==> config.mk <==
export PLATFORM = sky130hd
export DESIGN_NAME = longest_common_substring_core
export DESIGN_NICKNAME = d
export VERILOG_FILES = /design/src/hw/rtl/lcs_pkg.sv /design/src/hw/rtl/lcs_ctrl.sv /design/src/hw/rtl/lcs_dp.sv /design/src/hw/rtl/longest_common_substring_core.sv
export SDC_FILE = /design/constraint.sdc
export NUM_CORES = 2
export LEC_CHECK = 0
export BUFFER_PORTS_ARGS = -buffer_cell sky130_fd_sc_hd__buf_2
export CAP_MARGIN = 30
export CORE_ASPECT_RATIO = 1.75
export CORE_MARGIN = 10
export CORE_UTILIZATION = 55
export CTS_CLUSTER_SIZE = 28
export DETAILED_ROUTE_END_ITERATION = 10
export GPL_ROUTABILITY_DRIVEN = 0
export PLACE_DENSITY = 0.71
export SETUP_SLACK_MARGIN = 0.5
export SKIP_CTS_REPAIR_TIMING = 1
export SLEW_MARGIN = 20
export SYNTH_ARGS = -nofsm -noshare
export SYNTH_HDL_FRONTEND = slang
export SYNTH_SLANG_ARGS = --single-unit
==> constraint.sdc <==
create_clock -name clk -period 7.8 [get_ports clk]
set_input_delay 1.56 -clock clk [delete_from_list [all_inputs] [get_ports clk]]
set_output_delay 1.56 -clock clk [all_outputs]
set_load 0.02 [all_outputs]
==> src/hw/rtl/lcs_pkg.sv <==
// shared constants, command, status and state types for the longest common substring core
package lcs_pkg;

    localparam int LCS_MAX_LEN = 64;
    localparam int LCS_SYM_W   = 8;
    localparam int LCS_LEN_W   = 7;

    typedef struct packed {
        logic load;
        logic run_init;
        logic col_init;
        logic calc;
        logic row_next;
        logic out_sel;
        logic out_load;
        logic out_empty;
    } lcs_cmd_t;

    typedef struct packed {
        logic first_empty;
        logic col_last;
        logic row_last;
        logic best_zero;
        logic out_last;
        logic out_free;
    } lcs_sts_t;

    typedef enum logic [8:0] {
        ST_IDLE      = 9'b000000001,
        ST_START     = 9'b000000010,
        ST_ROW_ADDR  = 9'b000000100,
        ST_ROW_CELL  = 9'b000001000,
        ST_DRAIN     = 9'b000010000,
        ST_OUT_START = 9'b000100000,
        ST_OUT_ADDR  = 9'b001000000,
        ST_OUT_LOAD  = 9'b010000000,
        ST_EMPTY     = 9'b100000000
    } lcs_state_t;

endpackage

==> src/hw/rtl/lcs_ctrl.sv <==
// sequencer for loading, the row by row match table and the result stream
module lcs_ctrl import lcs_pkg::*;
(
    input  logic     clk,
    input  logic     rst_n,
    input  logic     symbol_valid,
    input  logic     mode,
    input  logic     last_in,
    input  lcs_sts_t sts,
    output lcs_cmd_t cmd,
    output logic     symbol_stall
);

    lcs_state_t state_reg;
    lcs_state_t state_next;

    always_ff @(posedge clk or negedge rst_n)
    begin
        if (!rst_n)
        begin
            state_reg <= ST_IDLE;
        end
        else
        begin
            state_reg <= state_next;
        end
    end

    always_comb
    begin
        cmd          = '0;
        symbol_stall = 1'b1;
        state_next   = state_reg;
        unique case (state_reg)
            ST_IDLE:
            begin
                symbol_stall = 1'b0;
                cmd.load     = symbol_valid;
                if (symbol_valid && mode && last_in)
                begin
                    state_next = ST_START;
                end
            end
            ST_START:
            begin
                cmd.run_init = 1'b1;
                state_next   = sts.first_empty ? ST_EMPTY : ST_ROW_ADDR;
            end
            ST_ROW_ADDR:
            begin
                cmd.col_init = 1'b1;
                state_next   = ST_ROW_CELL;
            end
            ST_ROW_CELL:
            begin
                cmd.calc = 1'b1;
                if (sts.col_last)
                begin
                    state_next = ST_DRAIN;
                end
            end
            ST_DRAIN:
            begin
                cmd.row_next = 1'b1;
                state_next   = sts.row_last ? ST_OUT_START : ST_ROW_ADDR;
            end
            ST_OUT_START:
            begin
                state_next = sts.best_zero ? ST_EMPTY : ST_OUT_ADDR;
            end
            ST_OUT_ADDR:
            begin
                cmd.out_sel = 1'b1;
                state_next  = ST_OUT_LOAD;
            end
            ST_OUT_LOAD:
            begin
                cmd.out_sel = 1'b1;
                if (sts.out_free)
                begin
                    cmd.out_load = 1'b1;
                    state_next   = sts.out_last ? ST_IDLE : ST_OUT_ADDR;
                end
            end
            ST_EMPTY:
            begin
                if (sts.out_free)
                begin
                    cmd.out_empty = 1'b1;
                    state_next    = ST_IDLE;
                end
            end
            default:
            begin
                state_next = ST_IDLE;
            end
        endcase
    end

endmodule

==> src/hw/rtl/lcs_dp.sv <==
// string stores, match row memory, cell pipeline, best tracking and output register
module lcs_dp import lcs_pkg::*;
#(
    parameter int MAX_LEN = LCS_MAX_LEN
)
(
    input  logic                 clk,
    input  logic                 rst_n,
    input  lcs_cmd_t             cmd,
    output lcs_sts_t             sts,
    input  logic                 mode,
    input  logic [LCS_SYM_W-1:0] symbol_in,
    input  logic                 last_in,
    output logic                 result_valid,
    input  logic                 result_stall,
    output logic [LCS_SYM_W-1:0] match_char,
    output logic [LCS_LEN_W-1:0] match_length,
    output logic                 final_char,
    output logic                 is_empty
);

    localparam int IDX_W = (MAX_LEN > 1) ? $clog2(MAX_LEN) : 1;
    localparam int CNT_W = $clog2(MAX_LEN + 1);
    localparam logic [CNT_W-1:0] MAX_CNT = CNT_W'(MAX_LEN);
    localparam logic [CNT_W-1:0] ONE_CNT = CNT_W'(1);

    logic [LCS_SYM_W-1:0] first_mem  [MAX_LEN];
    logic [LCS_SYM_W-1:0] second_mem [MAX_LEN];
    logic [CNT_W-1:0]     row_mem    [MAX_LEN];

    logic [CNT_W-1:0]     first_count_reg;
    logic [CNT_W-1:0]     second_count_reg;
    logic                 first_closed_reg;
    logic                 second_closed_reg;

    logic [IDX_W-1:0]     row_reg;
    logic [IDX_W-1:0]     col_reg;
    logic [IDX_W-1:0]     k_reg;
    logic [CNT_W-1:0]     best_len_reg;
    logic [IDX_W-1:0]     best_end_reg;

    logic                 cell_v_reg;
    logic [IDX_W-1:0]     cell_col_reg;
    logic                 cell_zero_reg;

    logic [LCS_SYM_W-1:0] first_q;
    logic [LCS_SYM_W-1:0] second_q;
    logic [CNT_W-1:0]     row_q;

    logic                 result_valid_reg;
    logic [LCS_SYM_W-1:0] match_char_reg;
    logic [LCS_LEN_W-1:0] match_length_reg;
    logic                 final_char_reg;
    logic                 is_empty_reg;

    logic                 load_closed;
    logic [CNT_W-1:0]     load_cnt;
    logic [CNT_W-1:0]     load_base;
    logic                 load_room;
    logic [IDX_W-1:0]     load_addr;
    logic [CNT_W-1:0]     load_count_next;
    logic [CNT_W-1:0]     cell_val;
    logic [CNT_W-1:0]     out_sum;
    logic [IDX_W-1:0]     first_raddr;

    // loading
    always_comb
    begin
        load_closed     = mode ? second_closed_reg : first_closed_reg;
        load_cnt        = mode ? second_count_reg : first_count_reg;
        load_base       = load_closed ? '0 : load_cnt;
        load_room       = (load_base < MAX_CNT);
        load_addr       = load_base[IDX_W-1:0];
        load_count_next = load_room ? load_base + ONE_CNT : load_base;
    end

    always_ff @(posedge clk or negedge rst_n)
    begin
        if (!rst_n)
        begin
            first_count_reg   <= '0;
            second_count_reg  <= '0;
            first_closed_reg  <= 1'b1;
            second_closed_reg <= 1'b1;
        end
        else if (cmd.load)
        begin
            if (mode)
            begin
                second_count_reg  <= load_count_next;
                second_closed_reg <= last_in;
            end
            else
            begin
                first_count_reg  <= load_count_next;
                first_closed_reg <= last_in;
            end
        end
    end

    // first string read address: current row while matching, substring position on output
    always_comb
    begin
        out_sum     = CNT_W'(best_end_reg) + ONE_CNT - best_len_reg + CNT_W'(k_reg);
        first_raddr = cmd.out_sel ? out_sum[IDX_W-1:0] : row_reg;
    end

    // cell value, second pipeline stage
    always_comb
    begin
        if (first_q == second_q)
        begin
            cell_val = cell_zero_reg ? ONE_CNT : row_q + ONE_CNT;
        end
        else
        begin
            cell_val = '0;
        end
    end

    // memories
    always_ff @(posedge clk)
    begin
        if (cmd.load && load_room && !mode)
        begin
            first_mem[load_addr] <= symbol_in;
        end
        first_q <= first_mem[first_raddr];
    end

    always_ff @(posedge clk)
    begin
        if (cmd.load && load_room && mode)
        begin
            second_mem[load_addr] <= symbol_in;
        end
        second_q <= second_mem[col_reg];
    end

    // entry c holds the count for column c+1; columns run downwards so the old row stays readable
    always_ff @(posedge clk)
    begin
        if (cell_v_reg)
        begin
            row_mem[cell_col_reg] <= cell_val;
        end
        row_q <= row_mem[col_reg - 1'b1];
    end

    // counters and cell stage payload
    always_ff @(posedge clk)
    begin
        if (cmd.run_init)
        begin
            row_reg <= '0;
        end
        else if (cmd.row_next)
        begin
            row_reg <= row_reg + 1'b1;
        end

        if (cmd.col_init)
        begin
            col_reg <= IDX_W'(second_count_reg - ONE_CNT);
        end
        else if (cmd.calc)
        begin
            col_reg <= col_reg - 1'b1;
        end

        if (cmd.run_init)
        begin
            k_reg <= '0;
        end
        else if (cmd.out_load)
        begin
            k_reg <= k_reg + 1'b1;
        end

        cell_col_reg  <= col_reg;
        cell_zero_reg <= (col_reg == '0) || (row_reg == '0);
    end

    // cell stage valid and best match
    always_ff @(posedge clk or negedge rst_n)
    begin
        if (!rst_n)
        begin
            cell_v_reg   <= 1'b0;
            best_len_reg <= '0;
            best_end_reg <= '0;
        end
        else
        begin
            cell_v_reg <= cmd.calc;
            if (cmd.run_init)
            begin
                best_len_reg <= '0;
                best_end_reg <= '0;
            end
            else if (cell_v_reg && (cell_val > best_len_reg))
            begin
                best_len_reg <= cell_val;
                best_end_reg <= row_reg;
            end
        end
    end

    // output word register
    always_ff @(posedge clk or negedge rst_n)
    begin
        if (!rst_n)
        begin
            result_valid_reg <= 1'b0;
        end
        else if (cmd.out_load || cmd.out_empty)
        begin
            result_valid_reg <= 1'b1;
        end
        else if (!result_stall)
        begin
            result_valid_reg <= 1'b0;
        end
    end

    always_ff @(posedge clk)
    begin
        if (cmd.out_load)
        begin
            match_char_reg   <= first_q;
            match_length_reg <= LCS_LEN_W'(best_len_reg);
            final_char_reg   <= sts.out_last;
            is_empty_reg     <= 1'b0;
        end
        else if (cmd.out_empty)
        begin
            match_char_reg   <= '0;
            match_length_reg <= '0;
            final_char_reg   <= 1'b1;
            is_empty_reg     <= 1'b1;
        end
    end

    always_comb
    begin
        sts.first_empty = (first_count_reg == '0);
        sts.col_last    = (col_reg == '0);
        sts.row_last    = ((CNT_W'(row_reg) + ONE_CNT) == first_count_reg);
        sts.best_zero   = (best_len_reg == '0);
        sts.out_last    = ((CNT_W'(k_reg) + ONE_CNT) == best_len_reg);
        sts.out_free    = !result_valid_reg || !result_stall;
    end

    assign result_valid = result_valid_reg;
    assign match_char   = match_char_reg;
    assign match_length = match_length_reg;
    assign final_char   = final_char_reg;
    assign is_empty     = is_empty_reg;

endmodule

==> src/hw/rtl/longest_common_substring_core.sv <==
// top level of the longest common substring core
//
// symbol channel: symbol_valid / symbol_stall with mode, symbol_in, last_in. mode 0 words
// load the first string, mode 1 words the second; last_in closes a string, the next word for
// a closed string starts it afresh. words past MAX_LEN symbols are dropped.
// words are loaded one per cycle while symbol_stall is low. a mode 1 word with last_in starts the match run and
// symbol_stall stays high until the last result word has entered the output register.
// the match table is swept by one shared cell unit, one cell per cycle within a row, over a single row
// memory, with an address state before and a drain state after each row.
// result channel: result_valid / result_stall with match_char, match_length, final_char and
// is_empty. the substring leaves one word at a time, each read from the first string store, the
// last word carrying final_char. with no common substring a single word with is_empty and
// final_char is sent. a stalled result word holds in the output register; the next word waits.
// reset empties both strings and the output register; no clearing pass is needed
module longest_common_substring_core import lcs_pkg::*;
#(
    parameter int MAX_LEN = LCS_MAX_LEN
)
(
    input  logic                 clk,
    input  logic                 rst_n,
    input  logic                 symbol_valid,
    output logic                 symbol_stall,
    input  logic                 mode,
    input  logic [LCS_SYM_W-1:0] symbol_in,
    input  logic                 last_in,
    output logic                 result_valid,
    input  logic                 result_stall,
    output logic [LCS_SYM_W-1:0] match_char,
    output logic [LCS_LEN_W-1:0] match_length,
    output logic                 final_char,
    output logic                 is_empty
);

    lcs_cmd_t cmd;
    lcs_sts_t sts;

    lcs_ctrl u_ctrl
    (
        .clk          (clk),
        .rst_n        (rst_n),
        .symbol_valid (symbol_valid),
        .mode         (mode),
        .last_in      (last_in),
        .sts          (sts),
        .cmd          (cmd),
        .symbol_stall (symbol_stall)
    );

    lcs_dp #(
        .MAX_LEN (MAX_LEN)
    ) u_dp
    (
        .clk          (clk),
        .rst_n        (rst_n),
        .cmd          (cmd),
        .sts          (sts),
        .mode         (mode),
        .symbol_in    (symbol_in),
        .last_in      (last_in),
        .result_valid (result_valid),
        .result_stall (result_stall),
        .match_char   (match_char),
        .match_length (match_length),
        .final_char   (final_char),
        .is_empty     (is_empty)
    );

endmodule
==> run_results.csv <==
group,metric,value,unit
sta,fmax,197,MHz
worst_setup_path,worst_ep_required_time,8.48,ns
power_and_ir_drop,p_comb_share,7.1,%
synthesis,synth-adder-area-share,0.578,%
worst_setup_path,worstPathMaxFanout,54,
synthesis,synth_compound_area_share,4.47,%
power_and_ir_drop,switching_share,22.7,%
grt,grt-ovfl-total,0,
sta,relSlewSlack,24.7,%
synthesis,synth_warnings,0,
clock_tree,cts_sinks,1577,
synthesis,yosysTopAreaCell,"edfxtp_1",
finish,fillCellCount,7944,
status,outcome,"finished, final reports clean",
routing,wl,156000,um
routing,vias,33000,
worst_setup_path,crit_chain,"inv_1, fa_1, inv_1, ha_1, or2_2, fa_1, nand4_1, buf_4, nand2_4, buf_4, nand2_1, a32o_1, o22ai_1, nor4b_1, nor4_1",
grt,grt_use_total,24.5,%
synthesis,synth-simple-area-share,6.02,%
routing,drt_first_pass_iters,6,
power_and_ir_drop,pwr_density_cell,252,nW/um^2
sta,setup_viol_count_final,0,
sta,hold_viol_final,0,
finish,nets,3604,
power_and_ir_drop,pwr-share-clk,39.1,%
routing,post_drt_wl_per_cell,30.2,um
clock_tree,insertion_delay,0.78,ns
die,die_w,275,um
sta,rsz0062_at_grt,"no",
power_and_ir_drop,ir_drop,0.000219,V
worst_setup_path,crit_path_end_kind,"register",
job,maxCapViolations,0,
place,hpwl,100000,um
synthesis,yosys-top-cells-count,"1494 x edfxtp_1, 418 x nand2_1, 316 x mux4_2",
routing,drcViolationCount,0,
clock_tree,cts-root-buf,"clkbuf_16",
synthesis,synth.top_cell.area_share,71.4,%
power_and_ir_drop,p_leak,0.0221,uW
power_and_ir_drop,seq_power_share,53.8,%
sta,slew_viol_final,0,
synthesis,synthMuxAreaShare,12.2,%
sta,whs,0.495,ns
grt,antenna_found_initial,3,
worst_setup_path,critical-path-max-stage-delay,0.57,ns
synthesis,synth_top_family_by_area,"multiplexers",
synthesis,ys_seq_elements,1577,
worst_hold_path,hold_path_class,"reg -> reg",
grt,grt_pass1_vias,33600,
die,rows,164,
die,core-area,114000,um^2
worst_setup_path,path_class,"reg -> reg",
worst_setup_path,crit_arrival,5.76,ns
synthesis,synth_edf_count,1494,
synthesis,synth_cell_type_count,77,
routing,detail-route-antenna-nets,0,
synthesis,synthFlopType,"edfxtp_1",
sta,tns,0,ns
place,io_buffers,32,
die,ios,33,
worst_setup_path,cp-start-kind,"register",
clock_tree,htree_levels,4,
finish,syn2layout_area_growth,10.2,%
finish,final_layout_size_suffix_gt1_share,18.4,%
sta,skew,0.0242,ns
synthesis,syn_avg_cell_area,17.8,um^2
synthesis,synth_area,62800,um^2
routing,vias_per_cell,6.40,
synthesis,yosysMostFrequentCell,"edfxtp_1",
sta,tightest_slew,1.13,ns
sta,period_needed,5.08,ns
clock_tree,clk_path_buf_depth,3,
clock_tree,numCtsBuffers,132,
synthesis,synth-xor-area-share,0.779,%
die,die_h,467,um
synthesis,ys_seq_area_share,74.4,%
synthesis,ys_top_cells_by_area,"edfxtp_1 71%, mux4_2 11%, nand2_1 2.5%",
routing,drt-initial-drc-count,3351,
die,initial_core_util,55.1,%
grt,grt_start_max_net_pins,186,
die,dieArea,129000,um^2
grt,grt_pass1_wl,227000,um
synthesis,async_flop_share,2.54,%
power_and_ir_drop,switching_power,3970,uW
finish,reg_top3,"u_dp.first_mem (512), u_dp.second_mem (512), u_dp.row_mem (448)",
clock_tree,cts_tree,"done",
synthesis,synth_nets,3571,
power_and_ir_drop,intPower,13500,uW
power_and_ir_drop,power,17500,uW
clock_tree,clk_pin_slew,0.07,ns
finish,postLayoutCoreUtil,60.8,%
sta,min_period_over_period,65.2,%
worst_setup_path,slowest_stage,"buf_4",
synthesis,synthCells,3531,
[cells in the final DEF (no fill, tap or decap), types with 8 or more instances in the layout]
cell | synthesis | routed
nor4b_1 | 8 | 8
ha_1 | 21 | 20
and2_1 | 20 | 20
bufinv_16 | 0 | 17
nor2b_1 | 8 | 8
a21boi_0 | 9 | 9
o32a_1 | 14 | 14
a32oi_1 | 45 | 45
inv_1 | 41 | 41
nand3_1 | 46 | 44
xnor2_1 | 39 | 37
o22ai_1 | 18 | 18
o21ai_0 | 33 | 33
xor2_1 | 15 | 15
nor4_1 | 12 | 11
a21oi_1 | 111 | 109
nand2_1 | 418 | 415
buf_2 | 49 | 25
a211oi_1 | 30 | 29
clkinvlp_4 | 0 | 10
clkinv_1 | 0 | 16
and3_1 | 38 | 37
nand4_1 | 10 | 10
a31o_2 | 14 | 14
dfxtp_1 | 43 | 43
nor3_1 | 14 | 14
edfxtp_1 | 1494 | 1494
a32o_1 | 14 | 14
dfrtp_1 | 37 | 37
a31oi_1 | 23 | 22
a221oi_1 | 31 | 31
nor2_1 | 251 | 245
clkbuf_16 | 0 | 140
buf_4 | 3 | 61
mux2i_1 | 46 | 45
clkbuf_1 | 106 | 22
clkinv_2 | 0 | 21
mux4_2 | 316 | 316
[cells by family (layout without fill, tap and decap cells)]
group / after synthesis / after routing
buffers and inverters: 240 / 374
AND/OR/NAND/NOR: 871 / 871
multiplexers: 368 / 368
XOR/XNOR: 55 / 55
other: 0 / 2
adder cells (fa/ha/maj): 26 / 26
AO/OA/AOI/OAI: 394 / 394
flip-flops: 1577 / 1577
[routing by layer]
layer / part of all wire, % / GRT usage (%)
met3: 6.2 / 3.75
met5: 0.0083 / 0
met1: 33 / 26.6
met4: 6.5 / 14.0
met2: 55 / 44.6
[worst max-delay path: cells and delay by family (launching register included)]
family / cells / cell delay, ns
flops: 1 / 0.44
simple gates: 6 / 1.45
buf+inv: 4 / 0.99
compound gates: 2 / 0.79
fa+ha+maj: 3 / 1.25
[through the flow]
step / cells / instance area (um^2) / worst slack (ns)
after global routing: 5160 / 69200 / 2.44
after global placement: 4912 / 64600 / 2.63
final: 5161 / 69200 / 2.72
after floorplan: 3531 / 62800 / 2.28
after CTS: 5154 / 69100 / 2.83
after detailed placement: 4919 / 64700 / 2.73
[power by group through the flow]
stage                     combinational, uW  sequential, uW  clock [uW]
after floorplan                         678            9550           0
after global placement                 1190            9590           0
after detailed placement               1210            9590           0
after CTS                              1210            9410        6890
after global routing                   1310            9410        7200
final                                  1240            9410        6830
[final cells by class]
cell class                 instances  area, um^2  share of cell area (%)
inverter                          41         154                   0.222
timing repair buffer              98         805                    1.16
clock inverter                    71         820                    1.18
multi-input combinational       1714       15200                    22.0
sequential                      1577       46700                    67.5
tap                             1494        1870                    2.70
clock buffer                     164        3610                    5.22
antenna                            2        5.00                 0.00723
[path summary, 6_finish.rpt]
check | start | to | cells after the start | slack (ns)
setup / recovery | u_dp.k_reg[0] | u_dp.first_q[3] | 15 | 2.72
hold / removal | u_dp.is_empty | u_dp.is_empty | 2 | 0.50
setup reg to reg | u_dp.k_reg[0] | u_dp.first_q[3] | 15 | 2.72
hold reg to reg | u_dp.is_empty | u_dp.is_empty | 2 | 0.50
max in group asynchronous | rst_n | u_dp.second_closed_reg | 2 | 6.62
min in group asynchronous | rst_n | u_dp.best_len_reg[5] | 1 | 0.65
No activity file was read; power rests on OpenSTA's default activity.
